**config.mk**
```make
export PLATFORM = sky130hd
export DESIGN_NAME = ppm_pulse_train_decoder
export DESIGN_NICKNAME = d
export VERILOG_FILES = /design/src/rtl/ppd_pkg.sv /design/src/rtl/ppd_front.sv /design/src/rtl/ppd_queue.sv /design/src/rtl/ppd_back.sv /design/src/rtl/ppm_pulse_train_decoder.sv
export SDC_FILE = /design/constraint.sdc
export NUM_CORES = 1
export LEC_CHECK = 0
export BUFFER_PORTS_ARGS = -buffer_cell sky130_fd_sc_hd__buf_2
export CAP_MARGIN = 20
export CORE_MARGIN = 10
export CORE_UTILIZATION = 55
export CTS_CLUSTER_SIZE = 24
export DETAILED_ROUTE_END_ITERATION = 7
export GPL_TIMING_DRIVEN = 0
export MAX_ROUTING_LAYER = met4
export PLACE_DENSITY = 0.72
export SLEW_MARGIN = 20
export SYNTH_ARGS = -nofsm -noshare
export SYNTH_HDL_FRONTEND = slang
export SYNTH_SLANG_ARGS = --single-unit
```
**constraint.sdc**
```tcl
create_clock -name clk -period 14.35 [get_ports clk]
set_input_delay 0 -clock clk [delete_from_list [all_inputs] [get_ports clk]]
set_output_delay 0 -clock clk [all_outputs]
set_load 0.02 [all_outputs]
```
**src/rtl/ppd_pkg.sv**
```systemverilog
`timescale 1ns / 1ps

package ppd_pkg;

  // Number of receiver channels in one frame.
  localparam int NUM_CHANNELS = 8;
  // Width of a channel index and of the slot counter, which may reach NUM_CHANNELS.
  localparam int CH_W   = (NUM_CHANNELS > 1) ? $clog2(NUM_CHANNELS) : 1;
  localparam int SLOT_W = $clog2(NUM_CHANNELS + 1);
  // An accepted interval never exceeds max_width + tolerance, so 17 bits hold it.
  localparam int RAW_W  = 17;
  // Frames that may be missed before the input is declared lost.
  localparam int TIMEOUT_FRAMES = 3;
  localparam int LIMIT_W = 18;

  localparam int CFG_IDX_W = 3;
  localparam logic [CFG_IDX_W-1:0] REG_MIN_WIDTH    = 3'd0;
  localparam logic [CFG_IDX_W-1:0] REG_MAX_WIDTH    = 3'd1;
  localparam logic [CFG_IDX_W-1:0] REG_TOLERANCE    = 3'd2;
  localparam logic [CFG_IDX_W-1:0] REG_FRAME_GAP    = 3'd3;
  localparam logic [CFG_IDX_W-1:0] REG_LOSS_TIMEOUT = 3'd4;

  typedef struct packed {
    logic [15:0] min_width;
    logic [15:0] max_width;
    logic [15:0] tolerance;
    logic [15:0] frame_gap;
    logic [15:0] loss_timeout;
  } cfg_t;

  // One classified item on its way from the front to the back. For an edge the
  // data field holds the interval since the previous edge, for a poll the time.
  typedef struct packed {
    logic        is_poll;
    logic        gap;
    logic        in_range;
    logic [31:0] data;
  } cmd_t;

  function automatic logic [RAW_W-1:0] lower_bound(input cfg_t c);
    if (c.min_width > c.tolerance) begin
      return RAW_W'(c.min_width - c.tolerance);
    end
    return '0;
  endfunction

  function automatic logic [RAW_W-1:0] upper_bound(input cfg_t c);
    return RAW_W'(c.max_width) + RAW_W'(c.tolerance);
  endfunction

  // Truncate rule applied to a stored interval when a frame is taken.
  function automatic logic [15:0] clamp_width(input logic [RAW_W-1:0] r, input cfg_t c);
    logic [RAW_W-1:0] lo;
    logic [RAW_W-1:0] hi;
    lo = lower_bound(c);
    hi = upper_bound(c);
    priority if (r == '0) begin
      return '0;
    end else if (r < lo) begin
      return '0;
    end else if (r < RAW_W'(c.min_width)) begin
      return c.min_width;
    end else if (r <= RAW_W'(c.max_width)) begin
      return r[15:0];
    end else if (r < hi) begin
      return c.max_width;
    end else begin
      return '0;
    end
  endfunction

endpackage

```
**src/rtl/ppd_front.sv**
```systemverilog
`timescale 1ns / 1ps

module ppd_front import ppd_pkg::*; (
  input  logic        clk,
  input  logic        rst_n,
  input  cfg_t        cfg,
  input  logic        in_push,
  input  logic        in_req_type,
  input  logic [31:0] in_edge_time,
  input  logic [31:0] in_now_ms,
  output logic        in_full,
  input  logic        q_full,
  output logic        q_push,
  output cmd_t        q_cmd
);

  logic [31:0]      prior_edge_r;
  logic [31:0]      pulse;
  logic [RAW_W-1:0] lo;
  logic [RAW_W-1:0] hi;

  assign in_full = q_full;
  assign q_push  = in_push && !q_full;

  assign pulse = in_edge_time - prior_edge_r;
  assign lo    = lower_bound(cfg);
  assign hi    = upper_bound(cfg);

  always_comb begin
    q_cmd.is_poll  = in_req_type;
    q_cmd.gap      = pulse > 32'(cfg.frame_gap);
    q_cmd.in_range = (pulse <= 32'(hi)) && (pulse >= 32'(lo));
    q_cmd.data     = in_req_type ? in_now_ms : pulse;
  end

  // The previous edge time is kept here so that the interval is known on entry.
  always_ff @(posedge clk) begin
    if (!rst_n) begin
      prior_edge_r <= '0;
    end else if (q_push && !in_req_type) begin
      prior_edge_r <= in_edge_time;
    end
  end

endmodule

```
**src/rtl/ppd_queue.sv**
```systemverilog
`timescale 1ns / 1ps

module ppd_queue import ppd_pkg::*; (
  input  logic clk,
  input  logic rst_n,
  input  logic push,
  input  cmd_t din,
  output logic full,
  input  logic pop,
  output cmd_t dout,
  output logic empty
);

  cmd_t       head_r;
  cmd_t       tail_r;
  logic [1:0] count_r;
  logic       do_push;
  logic       do_pop;

  assign full    = count_r == 2'd2;
  assign empty   = count_r == 2'd0;
  assign dout    = head_r;
  assign do_push = push && !full;
  assign do_pop  = pop && !empty;

  always_ff @(posedge clk) begin
    if (!rst_n) begin
      count_r <= '0;
    end else begin
      count_r <= count_r + 2'(do_push) - 2'(do_pop);
    end
  end

  // A push alongside a pop can only happen with one entry held, since the
  // queue refuses pushes when full; the new item then goes straight to the head.
  always_ff @(posedge clk) begin
    if (do_pop) begin
      if (do_push && count_r == 2'd1) begin
        head_r <= din;
      end else begin
        head_r <= tail_r;
      end
    end else if (do_push) begin
      if (count_r == 2'd0) begin
        head_r <= din;
      end else begin
        tail_r <= din;
      end
    end
  end

endmodule

```
**src/rtl/ppd_back.sv**
```systemverilog
`timescale 1ns / 1ps

module ppd_back import ppd_pkg::*; (
  input  logic        clk,
  input  logic        rst_n,
  input  cfg_t        cfg,
  input  logic        q_empty,
  input  cmd_t        q_cmd,
  output logic        q_pop,
  output logic        out_empty,
  input  logic        out_pop,
  output logic [3:0]  out_channel,
  output logic [15:0] out_width,
  output logic        out_lost,
  output logic        out_fresh,
  output logic        out_last
);

  localparam logic ST_IDLE = 1'b0;
  localparam logic ST_EMIT = 1'b1;

  logic              state_r;
  logic [SLOT_W-1:0] slot_r;
  logic              in_sync_r;
  logic [RAW_W-1:0]  raw_r [NUM_CHANNELS];
  logic              frame_ready_r;
  logic [15:0]       held_r [NUM_CHANNELS];
  logic              lost_r;
  logic [31:0]       last_frame_ms_r;
  logic [CH_W-1:0]   ch_r;
  logic              take_r;
  logic              clear_r;

  logic              out_valid_r;
  logic [3:0]        out_channel_r;
  logic [15:0]       out_width_r;
  logic              out_lost_r;
  logic              out_fresh_r;
  logic              out_last_r;

  logic              exec_edge;
  logic              exec_poll;
  logic              store;
  logic [SLOT_W-1:0] slot_inc;
  logic [SLOT_W-1:0] slot_after;
  logic [31:0]       base_ms;
  logic [31:0]       elapsed;
  logic [LIMIT_W-1:0] limit;
  logic              lost_base;
  logic              timeout;
  logic              emit;
  logic              ch_last;
  logic [15:0]       width_sel;

  assign q_pop     = (state_r == ST_IDLE) && !q_empty;
  assign exec_edge = q_pop && !q_cmd.is_poll;
  assign exec_poll = q_pop && q_cmd.is_poll;

  assign store      = in_sync_r && !q_cmd.gap && q_cmd.in_range &&
                      (slot_r < SLOT_W'(NUM_CHANNELS));
  assign slot_inc   = slot_r + SLOT_W'(1);
  assign slot_after = store ? slot_inc : slot_r;

  // A taken frame restarts the loss timer at the poll's own time.
  assign base_ms   = frame_ready_r ? q_cmd.data : last_frame_ms_r;
  assign lost_base = frame_ready_r ? 1'b0 : lost_r;
  assign elapsed   = q_cmd.data - base_ms;
  assign limit     = LIMIT_W'(cfg.loss_timeout) * LIMIT_W'(TIMEOUT_FRAMES);
  assign timeout   = !lost_base && (elapsed >= 32'(limit));

  assign emit      = (state_r == ST_EMIT) && (!out_valid_r || out_pop);
  assign ch_last   = ch_r == CH_W'(NUM_CHANNELS - 1);
  assign width_sel = take_r ? clamp_width(raw_r[ch_r], cfg) : held_r[ch_r];

  always_ff @(posedge clk) begin
    if (!rst_n) begin
      state_r         <= ST_IDLE;
      slot_r          <= '0;
      in_sync_r       <= 1'b0;
      frame_ready_r   <= 1'b0;
      lost_r          <= 1'b1;
      last_frame_ms_r <= '0;
      ch_r            <= '0;
      take_r          <= 1'b0;
      clear_r         <= 1'b0;
      for (int i = 0; i < NUM_CHANNELS; i++) begin
        raw_r[i]  <= '0;
        held_r[i] <= '0;
      end
    end else begin
      if (exec_edge) begin
        if (q_cmd.gap) begin
          slot_r    <= '0;
          in_sync_r <= 1'b1;
        end else if (in_sync_r) begin
          if (store) begin
            raw_r[slot_r[CH_W-1:0]] <= q_cmd.data[RAW_W-1:0];
            slot_r                  <= slot_inc;
          end else begin
            in_sync_r <= 1'b0;
          end
          if (slot_after >= SLOT_W'(NUM_CHANNELS)) begin
            frame_ready_r <= 1'b1;
            in_sync_r     <= 1'b0;
          end
        end
      end

      if (exec_poll) begin
        frame_ready_r <= 1'b0;
        lost_r        <= lost_base || timeout;
        take_r        <= frame_ready_r;
        clear_r       <= timeout;
        ch_r          <= '0;
        state_r       <= ST_EMIT;
        if (frame_ready_r) begin
          last_frame_ms_r <= q_cmd.data;
        end
      end

      if (emit) begin
        held_r[ch_r] <= width_sel;
        ch_r         <= ch_r + CH_W'(1);
        if (ch_last) begin
          state_r <= ST_IDLE;
          if (clear_r) begin
            for (int i = 0; i < NUM_CHANNELS; i++) begin
              raw_r[i] <= '0;
            end
          end
        end
      end
    end
  end

  // Output register: while emitting, reloaded in the cycle it is popped.
  always_ff @(posedge clk) begin
    if (!rst_n) begin
      out_valid_r <= 1'b0;
    end else if (emit) begin
      out_valid_r <= 1'b1;
    end else if (out_pop) begin
      out_valid_r <= 1'b0;
    end
  end

  always_ff @(posedge clk) begin
    if (emit) begin
      out_channel_r <= 4'(ch_r);
      out_width_r   <= width_sel;
      out_lost_r    <= lost_r;
      out_fresh_r   <= take_r;
      out_last_r    <= ch_last;
    end
  end

  assign out_empty   = !out_valid_r;
  assign out_channel = out_channel_r;
  assign out_width   = out_width_r;
  assign out_lost    = out_lost_r;
  assign out_fresh   = out_fresh_r;
  assign out_last    = out_last_r;

endmodule

```
**src/rtl/ppm_pulse_train_decoder.sv**
```systemverilog
// PPM pulse train decoder.
// Input channel: an item is transferred when in_push is high and in_full is low.
// in_req_type 0 marks a rising edge (in_edge_time is the timer value), 1 marks a
// poll (in_now_ms is the millisecond time). Edges produce no results; each poll
// produces one result per channel, channel 0 first, with out_last on the final one.
// Result channel: the oldest result sits on the out_ ports while out_empty is low
// and is transferred when out_pop is also high.
// Configuration: cfg_ready is always high; a transfer writes cfg_data to the
// register selected by cfg_index, and writes to unused indices are ignored.
// Timing: the front computes the edge interval and its range checks on entry and
// places the item in a two-entry queue. The back retires one edge a cycle while
// idle. A poll takes a decision step, then one channel a cycle through a single
// clamp unit while results are popped as they appear; the back takes no new item
// until the poll's last channel is emitted. The first result reaches the out_
// ports through the queue, the back's state register and the output register.
// A stalled receiver freezes the back on its current result; the queue keeps
// taking items until both entries are held, then in_full rises.
// Reset (rst_n low at a clock edge) restores the default configuration, clears
// all widths, marks the input as lost and empties the queue and output register.
`timescale 1ns / 1ps

module ppm_pulse_train_decoder import ppd_pkg::*; (
  input  logic                 clk,
  input  logic                 rst_n,
  input  logic                 in_push,
  output logic                 in_full,
  input  logic                 in_req_type,
  input  logic [31:0]          in_edge_time,
  input  logic [31:0]          in_now_ms,
  output logic                 out_empty,
  input  logic                 out_pop,
  output logic [3:0]           out_channel,
  output logic [15:0]          out_width,
  output logic                 out_lost,
  output logic                 out_fresh,
  output logic                 out_last,
  input  logic                 cfg_valid,
  output logic                 cfg_ready,
  input  logic [CFG_IDX_W-1:0] cfg_index,
  input  logic [15:0]          cfg_data
);

  cfg_t cfg_r;
  logic q_full;
  logic q_push;
  cmd_t q_in;
  logic q_empty;
  logic q_pop;
  cmd_t q_head;

  // Configuration registers: always ready; change only while idle (unenforced).
  assign cfg_ready = 1'b1;

  always_ff @(posedge clk) begin
    if (!rst_n) begin
      cfg_r.min_width    <= 16'd1000;
      cfg_r.max_width    <= 16'd2000;
      cfg_r.tolerance    <= 16'd100;
      cfg_r.frame_gap    <= 16'd4000;
      cfg_r.loss_timeout <= 16'd60;
    end else if (cfg_valid && cfg_ready) begin
      unique case (cfg_index)
        REG_MIN_WIDTH:    cfg_r.min_width    <= cfg_data;
        REG_MAX_WIDTH:    cfg_r.max_width    <= cfg_data;
        REG_TOLERANCE:    cfg_r.tolerance    <= cfg_data;
        REG_FRAME_GAP:    cfg_r.frame_gap    <= cfg_data;
        REG_LOSS_TIMEOUT: cfg_r.loss_timeout <= cfg_data;
        default: begin
        end
      endcase
    end
  end

  // Front: takes items in and classifies edges against the timing windows.
  ppd_front u_front (
    .clk          (clk),
    .rst_n        (rst_n),
    .cfg          (cfg_r),
    .in_push      (in_push),
    .in_req_type  (in_req_type),
    .in_edge_time (in_edge_time),
    .in_now_ms    (in_now_ms),
    .in_full      (in_full),
    .q_full       (q_full),
    .q_push       (q_push),
    .q_cmd        (q_in)
  );

  // Short queue that lets the front keep accepting while the back is busy.
  ppd_queue u_queue (
    .clk   (clk),
    .rst_n (rst_n),
    .push  (q_push),
    .din   (q_in),
    .full  (q_full),
    .pop   (q_pop),
    .dout  (q_head),
    .empty (q_empty)
  );

  // Back: frame state, clamping of a taken frame and the per-channel results.
  ppd_back u_back (
    .clk         (clk),
    .rst_n       (rst_n),
    .cfg         (cfg_r),
    .q_empty     (q_empty),
    .q_cmd       (q_head),
    .q_pop       (q_pop),
    .out_empty   (out_empty),
    .out_pop     (out_pop),
    .out_channel (out_channel),
    .out_width   (out_width),
    .out_lost    (out_lost),
    .out_fresh   (out_fresh),
    .out_last    (out_last)
  );

`ifndef NO_ASSERTIONS
  // The final result of a poll always reports the highest channel.
  a_last_channel: assert property (@(posedge clk) disable iff (!rst_n)
    (!out_empty && out_last) |-> (out_channel == 4'(NUM_CHANNELS - 1)))
    else $error("last flag on a channel other than the highest");

  // Within a poll, the next channel follows directly after each transfer.
  a_channel_step: assert property (@(posedge clk) disable iff (!rst_n)
    (!out_empty && out_pop && !out_last) |=>
      (!out_empty && out_channel == 4'($past(out_channel) + 4'd1)))
    else $error("poll results not delivered in consecutive channel order");

  // A fresh frame always clears the lost flag unless the timeout is zero.
  a_fresh_not_lost: assert property (@(posedge clk) disable iff (!rst_n)
    (!out_empty && out_fresh && cfg_r.loss_timeout != 16'd0) |-> !out_lost)
    else $error("fresh frame reported as lost with a nonzero timeout");
`endif

endmodule
```
; ---- After elaboration in Yosys (flattened, before gate mapping)
; Memory sizes are Yosys's and may differ from the RTL's. A register that Yosys moved wholly into a read port is not among the register bits.
; Index checks and enable logic that the tools add are counted.
[op_classes]
div = 0
magnitude_cmp = 11
n_addsub = 8
reduce_logical = 43
n_shift = 0
n_eq_ne = 7
n_bitwise = 13
n_mux = 62
mul = 1
[op_table]
columns = operator, n
row1 = 2-to-1 mux 17 bit, 11
row2 = 2-to-1 mux 35 bit, 4
row3 = 2-to-1 mux 16 bit, 7
row4 = 2-to-1 mux 32 bit, 2
row5 = subtractor 32 bit, 2
row6 = < comparator 17 bit, 2
row7 = greater-or-equal comparator 32 x 17 -> 1 bit, 1
row8 = greater-or-equal comparator 32 x 18 -> 1 bit, 1
row9 = greater-than comparator 32 x 16 -> 1 bit, 1
row10 = <= comparator 32 x 17 -> 1 bit, 1
row11 = 2-to-1 mux 1 bit, 27
row12 = 2-to-1 mux 3 bit, 8
row13 = multiplier 16 x 2 -> 18 bit (second input constant), 1
row14 = adder 16 x 16 -> 17 bit, 1
row15 = <= comparator 17 x 16 -> 1 bit, 1
row16 = zero test 17 bit, 1
row17 = < comparator 17 x 16 -> 1 bit, 1
row18 = OR reduction 17 bit, 1
row19 = subtractor 16 x 16 -> 17 bit, 1
row20 = greater-than comparator 16 bit, 1
row21 = OR reduction 16 bit, 1
row22 = logical AND 1 bit, 14
row23 = AND reduction 2 bit, 7
row24 = 2-to-1 mux 4 bit, 3
row25 = other kinds (21), 45
[totals]
input_bits = 89
ram_bits = 264
ff_bits = 252
latchBits = 0
romBits = 0
n_memories = 2
wordCells = 177
[mem_list]
columns = memory, words, word_bits, read_ports, rd_clocked_by_memory_dff, wr, line
row1 = u_back.raw_r, 8, 17, 1, 1, 8, ppd_back.sv:25  ; logic [RAW_W-1:0] raw_r [NUM_CHANNELS];
row2 = u_back.held_r, 8, 16, 1, 1, 8, ppd_back.sv:27  ; logic [15:0] held_r [NUM_CHANNELS];

; ---- Depth between registers and ports, before layout
; Gate-level depths: netlist of run 1.
[depth]
depth_word = 12
mapped_depth = 24
mapped_depth_nobuf = 22

; ---- Modules after synthesis
; Synthesis of run 1 repeated with hierarchy kept, for this count alone.
[hier_totals]
cells_unflattened = 3122
hier_area_um2 = 32874.0
[by_module_without_submodules]
columns = module, n_inst, seq_area_each_um2, area_each_um2, cells_each
row1 = ppd_back, 1, 9569.2, 21058.9, 1884
row2 = ppd_front, 1, 640.6, 6019.5, 817
row3 = ppm_pulse_train_decoder, 1, 1601.5, 3098.0, 295
row4 = ppd_queue, 1, 2142.1, 2697.6, 126

; ---- Least setup slack after synthesis of run 1
; Ideal clock, no wire load.
[synth_timing]
path_kind = flip-flop to flip-flop
startpoint = register cfg_r[33] (netlist bit)
endpoint = memory u_back.held_r[0][10], data pin
path_stages_with_launch = 24
arrival_ns = 4.518
setup_slack_ns = 9.567
setup_ns = 0.265
synth_period_minus_slack_ns = 4.783
required_ns = 14.085
cell_sequence = dfxtp_1 inv_1 ha_1 nor2b_1 o31ai_1 a21oi_1 o221ai_1 a211oi_1 nor2b_1 a41oi_1 clkbuf_1 nand2_1 ha_1 a21o_1 a21oi_1 o21ai_0 a31o_2 a221oi_1 o21ai_0 o21a_1 buf_6 buf_12 o221ai_4 nor2_1
[synth_lines]
columns = element, line
row1 = "start, declared", ppm_pulse_train_decoder.sv:43  ; cfg_t cfg_r;
row2 = "end, declared", ppd_back.sv:27

==> run metrics, run 1 <==
outcome=finished clean; cell internal pwr=3.52 mW; clock tree sinks=slightly above 500; Via Count=25,200; worst-path maximum fanout=10; worst path required time=14,700 ps; DRC violations left=0; first-pass GRT wire length=~150 mm; Ys Warns=0; xor-xnor portion of the synthesized cell area=0.0250; Max Fclk=between 0.15 and 0.2 GHz; Iter 0 DRT Violations=2,268; Pre-Repair DR Iteration Count=5; asr flop ratio synth=0; Synth Area in Adders=0.102; Compound-Gate Fraction of Synth Area=0.143; fin nets=3,654; Detailed Place HPWL=70.9 mm; Setup TNS Final=0 ps; fillers=4,470; share of layout cells above drive strength 1=0.121; CTS Buf Count=55; H-tree depth=2; largest net degree at the start of global routing=36; WL final=about 95 mm; Worst-Skew Late Latency=640 ps; root buffer cell=clkbuf_16; slowest CP cell=a41oi_1; row count=87; Final Max Tran Viols=0; Cell Pwr Density=160 nW/µm²; Max clock buf depth=3; Core Footprint=56,300 µm²; Gate power share=0.404; post-synthesis mux area share=0.0849; PortBufs=~110; Slew @ Worst Pin=roughly 1300 ps; ANT nets after route=0; Cell Area, Placed=32,900 µm²; vias per cell=6.13; met2 WL=44.7 mm; crit path capture type=register; Clk pwr share=0.255; Worst VDD drop=132 µV; Seq pwr share=0.342; Post-Synthesis Cells=3,049; IO Pins=115; largest family of logic cells by synthesized area=simple AND/OR/NAND/NOR gates; Storage cell area=14,000 µm²; fin crit period=6560 ps; WL met1=37.6 mm; Worst Skew=34.5 ps; period utilization=0.457; Max Cap Viol=0; top routing layer in use=met4; vias in the first global route=roughly 25,000; effective utilization at floorplan=0.555; non-filler cells, final=4,117; overall die height=258 µm; gr usage total=0.290; Static Leak=13.6 nW; Clock transition at path regs=60 ps; flops & latches, synth=519; switching part of the total=0.381; grt ovf=0; NetSw=2.17 mW; ranking of synthesized cells by area=edfxtp_1 34%, dfxtp_1 10%, ha_1 9.9%; full die area=approximately 67,000 µm²; CTS tree=done; Hold Crit Class=input pin to register; # setup viols final=0; Worst slew margin=0.142; routability congestion estimate=around 1; RSZ-0062 raised after global routing=no; top_reg_cell synth=edfxtp_1; final hold vios=0; placed cell count=a little under 4,000; Final Cell Area=35,600 µm²; Multi-input gate area=~16,000 µm²; postcts setup bufs=0; CP cell instances=inv_1, ha_1, nor2b_1, o31ai_1, a21oi_1, o221ai_1, a211oi_1, nor2b_1, a41oi_1, clkbuf_1, nand2_1, ha_1, a21o_1, a21oi_1, o21ai_0, a31o_2, a221oi_1, o21ai_0, o21a_1, buf_6, o221ai_2, nor2_1; Syn Std Cell Area=about 31,000 µm²; Post-synth EDFFs=356; register area share after synthesis=0.447; met3 routed WL=6.47 mm; startpoint types=register; WP data arrival=between 6000 and 7000 ps; cell taking the most area after synthesis=edfxtp_1; post-synth cell types=83; hold slack=41.9 ps; post-synthesis simple-gate area fraction=0.158; Post-Synthesis Net Count=around 3,400; Synth Area per Inst=10.2 µm²; post-synth top area share=0.342; Resized Gates After CTS=0; width of the die=258 µm; area grow syn2layout=13.9%; Routed WL per cell=23.0 µm; critical path type=register to register; antenna violations before repair=3; Worst path max stage delay=around 640 ps
==> cells in the final DEF (no fill, tap or decap), types with 13 or more instances in the layout <==
master	Yosys	layout
inv_1	162	161
o211ai_1	53	53
edfxtp_1	356	356
clkbuf_16	0	56
and2_1	138	138
nor2b_1	18	18
o21ai_0	92	86
nand2_1	375	375
a211oi_1	50	50
clkbuf_1	116	124
ha_1	246	246
xnor2_1	54	54
nand3_1	42	42
o21a_1	16	16
and3_1	17	17
dfxtp_1	163	163
inv_2	13	13
nor3_1	47	46
xor2_1	35	35
buf_2	11	122
nand2b_1	37	36
o21bai_1	18	18
nor2_1	250	250
mux4_2	60	60
a21oi_1	229	229
mux2_2	55	55
mux2i_1	51	51
nand4_1	28	28
a31oi_1	18	17
dlygate4sd3_1	0	88
a21o_1	77	76
or3_1	29	29
==> cell type report <==
class,count,area share
antenna,4,0.000281
buffer,140,0.0169
clock buffer,67,0.0411
clock inverter,33,0.00974
inverter,176,0.0186
multi-input combinational,2214,0.452
sequential,519,0.392
tap,756,0.0266
timing repair buffer,208,0.0433
==> cell usage after synthesis (all sizes together), types with 7 or more instances <==
cell	instances
xnor2	54
clkbuf	117
nor4	10
a2111oi	8
a21oi	229
o21a	16
nor3	57
and3	17
o21ai	96
or2	7
nor2	250
o21bai	18
nor2b	18
mux2	55
ha	246
and2	139
a211o	9
nand3b	7
o31ai	7
mux4	66
nand3	42
nand2	375
or3	29
edfxtp	356
nand2b	37
buf	23
xor2	35
a21o	77
nor3b	7
o211ai	53
mux2i	52
a31oi	18
a211oi	50
inv	175
nand4	28
o221ai	19
dfxtp	163
==> power by group through the flow <==
stage                     Sequential, mW  Combinational [mW]  Clock [mW]
after floorplan                     1.92                1.63           0
after global placement              1.97                2.17           0
after detailed placement            1.97                2.23           0
after CTS                           1.94                2.27        1.46
after global routing                1.97                2.54        1.52
final                               1.95                2.30        1.45
==> through the flow <==
step / utilization / power [mW] / worst slack (ps)
2_1_floorplan: - / 3.56 / 9570
3_3_place_gp: 0.582 / 4.13 / 7880
3_5_place_dp: 0.584 / 4.20 / 7860
4_1_cts: 0.632 / 5.67 / 7840
5_1_grt: 0.632 / 6.03 / 7370
6_report: 0.632 / 5.69 / 7790
==> flip-flops by register name (all words and copies together), names as in the netlist, 2 cells and up, named ones only <==
signal,flops
u_back.raw_r,136
u_front.prior_edge_r,32
u_queue.count_r,2
u_back.last_frame_ms_r,32
cfg_r,80
u_back.held_r,128
u_back.out_channel,3
u_back.slot_r,4
u_queue.tail_r,35
u_queue.dout,35
u_back.out_width,16
u_back.ch_r,3
==> worst paths after layout <==
kind | startpoint | endpoint | slack [ps] | cells past startpoint
setup / recovery | cfg_r[33] | u_back.held_r[2][4] | 7790 | 22
hold / removal | cfg_index[2] | cfg_r[15] | 40 | 4
setup reg to reg | cfg_r[33] | u_back.held_r[2][4] | 7790 | 22
hold reg to reg | cfg_r[19] | cfg_r[19] | 460 | 2
==> cell families (layout without fill, tap and decap cells) <==
kind of cell	Yosys count	in the layout
buffers and inverters	316	624
XOR/XNOR	89	89
other	2	6
AO/OA/AOI/OAI	659	659
adder cells (fa/ha/maj)	251	251
multiplexers	173	173
flip-flops	519	519
AND/OR/NAND/NOR	1040	1040
==> what timing repair did <==
item | in CTS | in global routing
hold endpoints to repair | 185 | 0
endpoints found under the setup margin | 0 | 0
hold buffers | 88 | 0
==> worst max-delay path, delay by kind of cell (launching register included) <==
| kind | cells | cell delay, ps |
|---|---|---|
| flops | 1 | 430 |
| fa+ha+maj | 2 | 690 |
| simple gates | 4 | 710 |
| compound gates | 13 | 3670 |
| buf+inv | 3 | 790 |
==> layer usage <==
metal,up-vias,GRT usage
li1,11700,-
met1,12200,0.350
met2,1095,0.466
met3,281,0.0400
met4,0,0.163
met5,-,-
Note: power is estimated with default switching activity, not from simulation.
==> run 2: changes to the inputs <==
Clock period 14.35 ns to 6.8 ns, I/O delays scaled along.
==> run metrics, run 2 (synthesis results as in run 1) <==
Reg2Reg Setup Slack=350 ps; Routed WL per cell=23.0 µm; cell internal pwr=7.44 mW; Hold Crit Class=input pin to register; Largest Register=u_back.raw_r; first-pass GRT wire length=146 mm; slowest CP cell=o221ai_2; Worst Skew=between 30 and 40 ps; RSZ-0062 raised after global routing=no; Max Fclk=0.155 GHz; effective utilization at floorplan=0.555; Worst Hold End=cfg_r[15]; postcts setup bufs=0; H-tree depth=2; fin crit period=6450 ps; full die area=66,700 µm²; Cell Pwr Density=~340 nW/µm²; root buffer cell=clkbuf_16; crit path capture type=register; Iter 0 DRT Violations=2,254; Static Leak=13.6 nW; Worst path max stage delay=610 ps; Top Registers=u_back.raw_r (136), u_back.held_r (128), cfg_r (80); Max Cap Viol=0; switching part of the total=0.381; ANT nets after route=0; Gate power share=0.404; vias per cell=6.13; Slew @ Worst Pin=1270 ps; share of layout cells above drive strength 1=0.122; vias in the first global route=25,400; FF-to-FF path depth=22; critical path type=register to register; IO Pins=about 120; RR Endpoint=u_back.held_r[2][4]; Tot Pwr=12.0 mW; commonest cells after routing, fill and taps aside=375 x nand2_1, 356 x edfxtp_1, 250 x nor2_1; Max clock buf depth=3; CP cell instances=inv_1, ha_1, nor2b_1, o31ai_1, a21oi_1, o221ai_1, a211oi_1, nor2b_1, a41oi_2, clkbuf_1, nand2_1, ha_1, a21o_1, a21oi_1, o21ai_0, a31o_2, a221oi_1, o21ai_0, o21a_1, buf_6, o221ai_2, nor2_1; CTS Buf Count=55; Core Footprint=about 56,000 µm²; clock tree sinks=519; Final WS setup=346 ps; outcome=finished clean; number of flip-flops under the largest register name=136; Final Max Tran Viols=0; Setup TNS Final=0 ps; Detailed Place HPWL=approximately 71 mm; DRC violations left=0; HP Start=cfg_index[2]; # setup viols final=0; overall die height=258 µm; Worst-Skew Late Latency=640 ps; final hold vios=0; WL final=between 90 and 100 mm; worst-path maximum fanout=10; largest net degree at the start of global routing=36; commonest non-fill, non-tap cell in the layout=nand2_1; Final Cell Area=roughly 36,000 µm²; startpoint types=register; worst path required time=just over 7000 ps; antenna violations before repair=3; row count=87; number of stages on the worst hold path=4; Seq pwr share=0.342; WP data arrival=6810 ps; Clk pwr share=0.254; Via Count=25,200; CTS tree=done; routability congestion estimate=0.986; gr usage total=0.290; NetSw=4.58 mW; Worst slew margin=0.146; area grow syn2layout=14.0%; final core utilization=0.632; fin nets=3,654; Clock transition at path regs=60 ps; period utilization=0.949; Pre-Repair DR Iteration Count=7; PortBufs=111; grt ovf=0; width of the die=258 µm; RR Startpoint=cfg_r[33]; Cell Area, Placed=~33,000 µm²; pre-CTS WS=308 ps; Worst VDD drop=279 µV
[run 2: through the flow]
stage               hold slack [ps]  instances
finish                         34.4       4116
global route                   90.1       4116
CTS                            32.8       4112
detailed placement              243       3924
global placement                246       3916
floorplan                      98.9       3049
[run 2: how the worst max path moves through the flow]
| stage | to | startpoint |
|---|---|---|
| global route | u_back.held_r[0][4] | cfg_r[33] |
| global placement | u_back.held_r[3][10] | cfg_r[33] |
| floorplan | u_back.held_r[0][10] | cfg_r[33] |
| CTS | u_back.held_r[1][14] | cfg_r[33] |
| finish | u_back.held_r[2][4] | cfg_r[33] |
| detailed placement | u_back.held_r[2][4] | cfg_r[33] |
[run 2: layout make-up]
class                      count  area (µm²)
tap                          756         946
sequential                   519       14000
buffer                       140         603
clock inverter                33         347
timing repair buffer         208        1540
clock buffer                  67        1460
inverter                     176         661
antenna                        3        7.51
multi-input combinational   2214       16100
fill                        4471       20700
[run 2: layer usage]
layer | GRT usage | wire length [µm] | vias to the layer above
met4 | 0.163 | 6140 | 0
li1 | - | - | 11600
met3 | 0.0400 | 6830 | 290
met5 | - | 0 | -
met2 | 0.466 | 44500 | 1136
met1 | 0.350 | 37400 | 12100
[run 2: power by group through the flow]
stage                     registers [mW]  logic, mW  clock network [mW]
final                               4.10       4.85                3.06
after global routing                4.15       5.37                3.20
after CTS                           4.10       4.79                3.07
after detailed placement            4.16       4.70                   0
after global placement              4.15       4.57                   0
after floorplan                     4.06       3.45                   0
[run 2: repair_timing]
item | 4_1_cts | 5_1_grt
gates resized for setup | 0 | 1
endpoints found under the hold margin | 185 | 0
hold buffers | 88 | 0
setup endpoints to repair | 0 | 124
[run 2: worst max-delay path, delay by kind of cell, from the launching register on]
kind / cells / cell delay, ps
AND/OR/NAND/NOR: 4 / 730
AO/OA/AOI/OAI: 13 / 3540
adder cells (fa/ha/maj): 2 / 700
flip-flops: 1 / 440
buffers and inverters: 3 / 770
==> run 3: changes to the inputs <==
Settings changed: CORE_MARGIN 10 to default.
==> run metrics, run 3 (synthesis results as in run 1) <==
Max Fclk=0.157 GHz; largest net degree at the start of global routing=36; Worst Skew=approximately 24 ps; CTS tree=done; # setup viols final=0; RR Endpoint=u_back.held_r[1][1]; Routed WL per cell=22.9 µm; CP cell instances=inv_1, ha_1, nor2b_1, o31ai_1, a21oi_1, o221ai_1, a211oi_1, nor2b_1, a41oi_1, clkbuf_1, nand2_1, ha_1, a21o_1, a21oi_1, o21ai_0, a31o_2, a221oi_1, o21ai_0, o21a_1, buf_6, o221ai_2, nor2_1; slowest CP cell=a41oi_1; width of the die=240 µm; CTS Buf Count=55; hold slack=169 ps; Tot Pwr=12.1 mW; Worst-Skew Late Latency=around 640 ps; worst-path maximum fanout=10; Pre-Repair DR Iteration Count=7; NetSw=4.65 mW; PortBufs=roughly 110; root buffer cell=clkbuf_16; crit path capture type=register; Worst path max stage delay=590 ps; Iter 0 DRT Violations=2,284; fin crit period=6380 ps; Gate power share=0.405; Static Leak=approximately 14 nW; fillers=roughly 4,400; WL final=between 90 and 100 mm; WP buf/inv=3; period utilization=0.938; worst path required time=7150 ps; Top Registers=u_back.raw_r (136), u_back.held_r (128), cfg_r (80); commonest non-fill, non-tap cell in the layout=nand2_1; routability congestion estimate=1.00; share of layout cells above drive strength 1=0.123; Cell Pwr Density=339 nW/µm²; Detailed Place HPWL=between 70 and 80 mm; Worst VDD drop=308 µV; outcome=finished clean; RR Startpoint=cfg_r[33]; vias in the first global route=24,900; Core Footprint=55,600 µm²; Worst slew margin=0.213; Setup TNS Final=0 ps; ANT nets after route=0; Hold Crit Class=input pin to register; row count=86; number of stages on the worst hold path=4; Worst Hold End=u_front.prior_edge_r[27]; final hold vios=0; Slew @ Worst Pin=1170 ps; Max clock buf depth=3; FF-to-FF path depth=22; DRC violations left=0; antenna violations before repair=1; startpoint types=register; RSZ-0062 raised after global routing=no; Largest Register=u_back.raw_r; area grow syn2layout=14.1%; commonest cells after routing, fill and taps aside=375 x nand2_1, 356 x edfxtp_1, 250 x nor2_1; Seq pwr share=0.341; grt ovf=0; WP data arrival=roughly 6700 ps; full die area=between 50,000 and 60,000 µm²; Final Max Tran Viols=0; fin nets=3,656; overall die height=roughly 240 µm; Top Family by Delay on Critical Path=compound AO/OA/AOI/OAI gates; critical path type=register to register; number of flip-flops under the largest register name=136; switching part of the total=0.385; cell internal pwr=roughly 7.4 mW; HP Start=in_edge_time[27]; Max Cap Viol=0; Via Count=around 25,000; IO Pins=around 120; effective utilization at floorplan=0.561; Clk pwr share=0.254; gr usage total=0.339; Reg2Reg Setup Slack=420 ps; first-pass GRT wire length=143 mm; Clock transition at path regs=60 ps; vias per cell=6.13; clock tree sinks=519; H-tree depth=2
run 3: changes by cell type in the layout (fill, tap and decap cells not counted), sizes merged:
cell,before,now
clkbuf,185,190
clkinv,24,21
dlygate4sd3,88,91
bufinv,6,4
diode,3,1
inv,177,179
clkinvlp,2,3
run 3: area by class of cell:
cell class | instances | area [µm²] | area share
Clock inverter | 31 | 324 | 0.00909
Tap cell | 748 | 936 | 0.0263
Timing Repair Buffer | 210 | 1550 | 0.0435
Inverter | 176 | 661 | 0.0185
Clock buffer | 73 | 1530 | 0.0428
Multi-Input combinational cell | 2214 | 16100 | 0.451
Sequential cell | 519 | 14000 | 0.392
Buffer | 140 | 603 | 0.0169
Antenna cell | 1 | 2.50 | 0.0000702
run 3: power by group through the flow:
stage	clock network [mW]	registers, mW	logic [mW]
floorplan	0	4.06	3.45
global placement	0	4.15	4.56
detailed placement	0	4.17	4.73
CTS	3.09	4.10	4.82
global route	3.23	4.15	5.37
finish	3.07	4.11	4.89
run 3: what timing repair did:
action	in CTS	in global routing
setup endpoints to repair	0	0
buffers inserted	0	0
gates resized for setup	0	0
hold buffers	91	0
endpoints found under the hold margin	185	0
run 3: through the flow:
stage | utilization | instance area [µm²] | worst slack (ps) | instances
after floorplan | - | 31200 | 2020 | 3049
after global placement | 0.588 | 32700 | 641 | 3908
after detailed placement | 0.591 | 32900 | 544 | 3916
after CTS | 0.640 | 35600 | 513 | 4111
after global routing | 0.641 | 35600 | 83.4 | 4112
final | 0.641 | 35600 | 420 | 4112
run 3: worst max path at each step:
stage	from	end	slack (ps)	cells past startpoint
4_1_cts	cfg_r[33]	u_back.held_r[3][8]	510	23
5_1_grt	cfg_r[33]	u_back.held_r[0][8]	80	23
6_report	cfg_r[33]	u_back.held_r[1][1]	420	22
3_5_place_dp	cfg_r[33]	u_back.held_r[5][8]	540	23
3_3_place_gp	cfg_r[33]	u_back.held_r[3][10]	640	23
2_1_floorplan	cfg_r[33]	u_back.held_r[0][10]	2020	23
run 3: metal layers:
| layer | up-vias | share of wire | global-route usage | wire [µm] |
|---|---|---|---|---|
| li1 | 11700 | - | - | - |
| met1 | 12100 | 0.40 | 0.420 | 37800 |
| met2 | 1193 | 0.47 | 0.545 | 44100 |
| met3 | 225 | 0.076 | 0.0447 | 7110 |
| met4 | 0 | 0.053 | 0.171 | 5010 |
| met5 | - | 0 | - | 0 |
run 3: tightest hold or removal path: stages:
cell and delay (ps):
dlygate4sd3_1 530, buf_2 130, nand2_1 50, a21oi_1 50
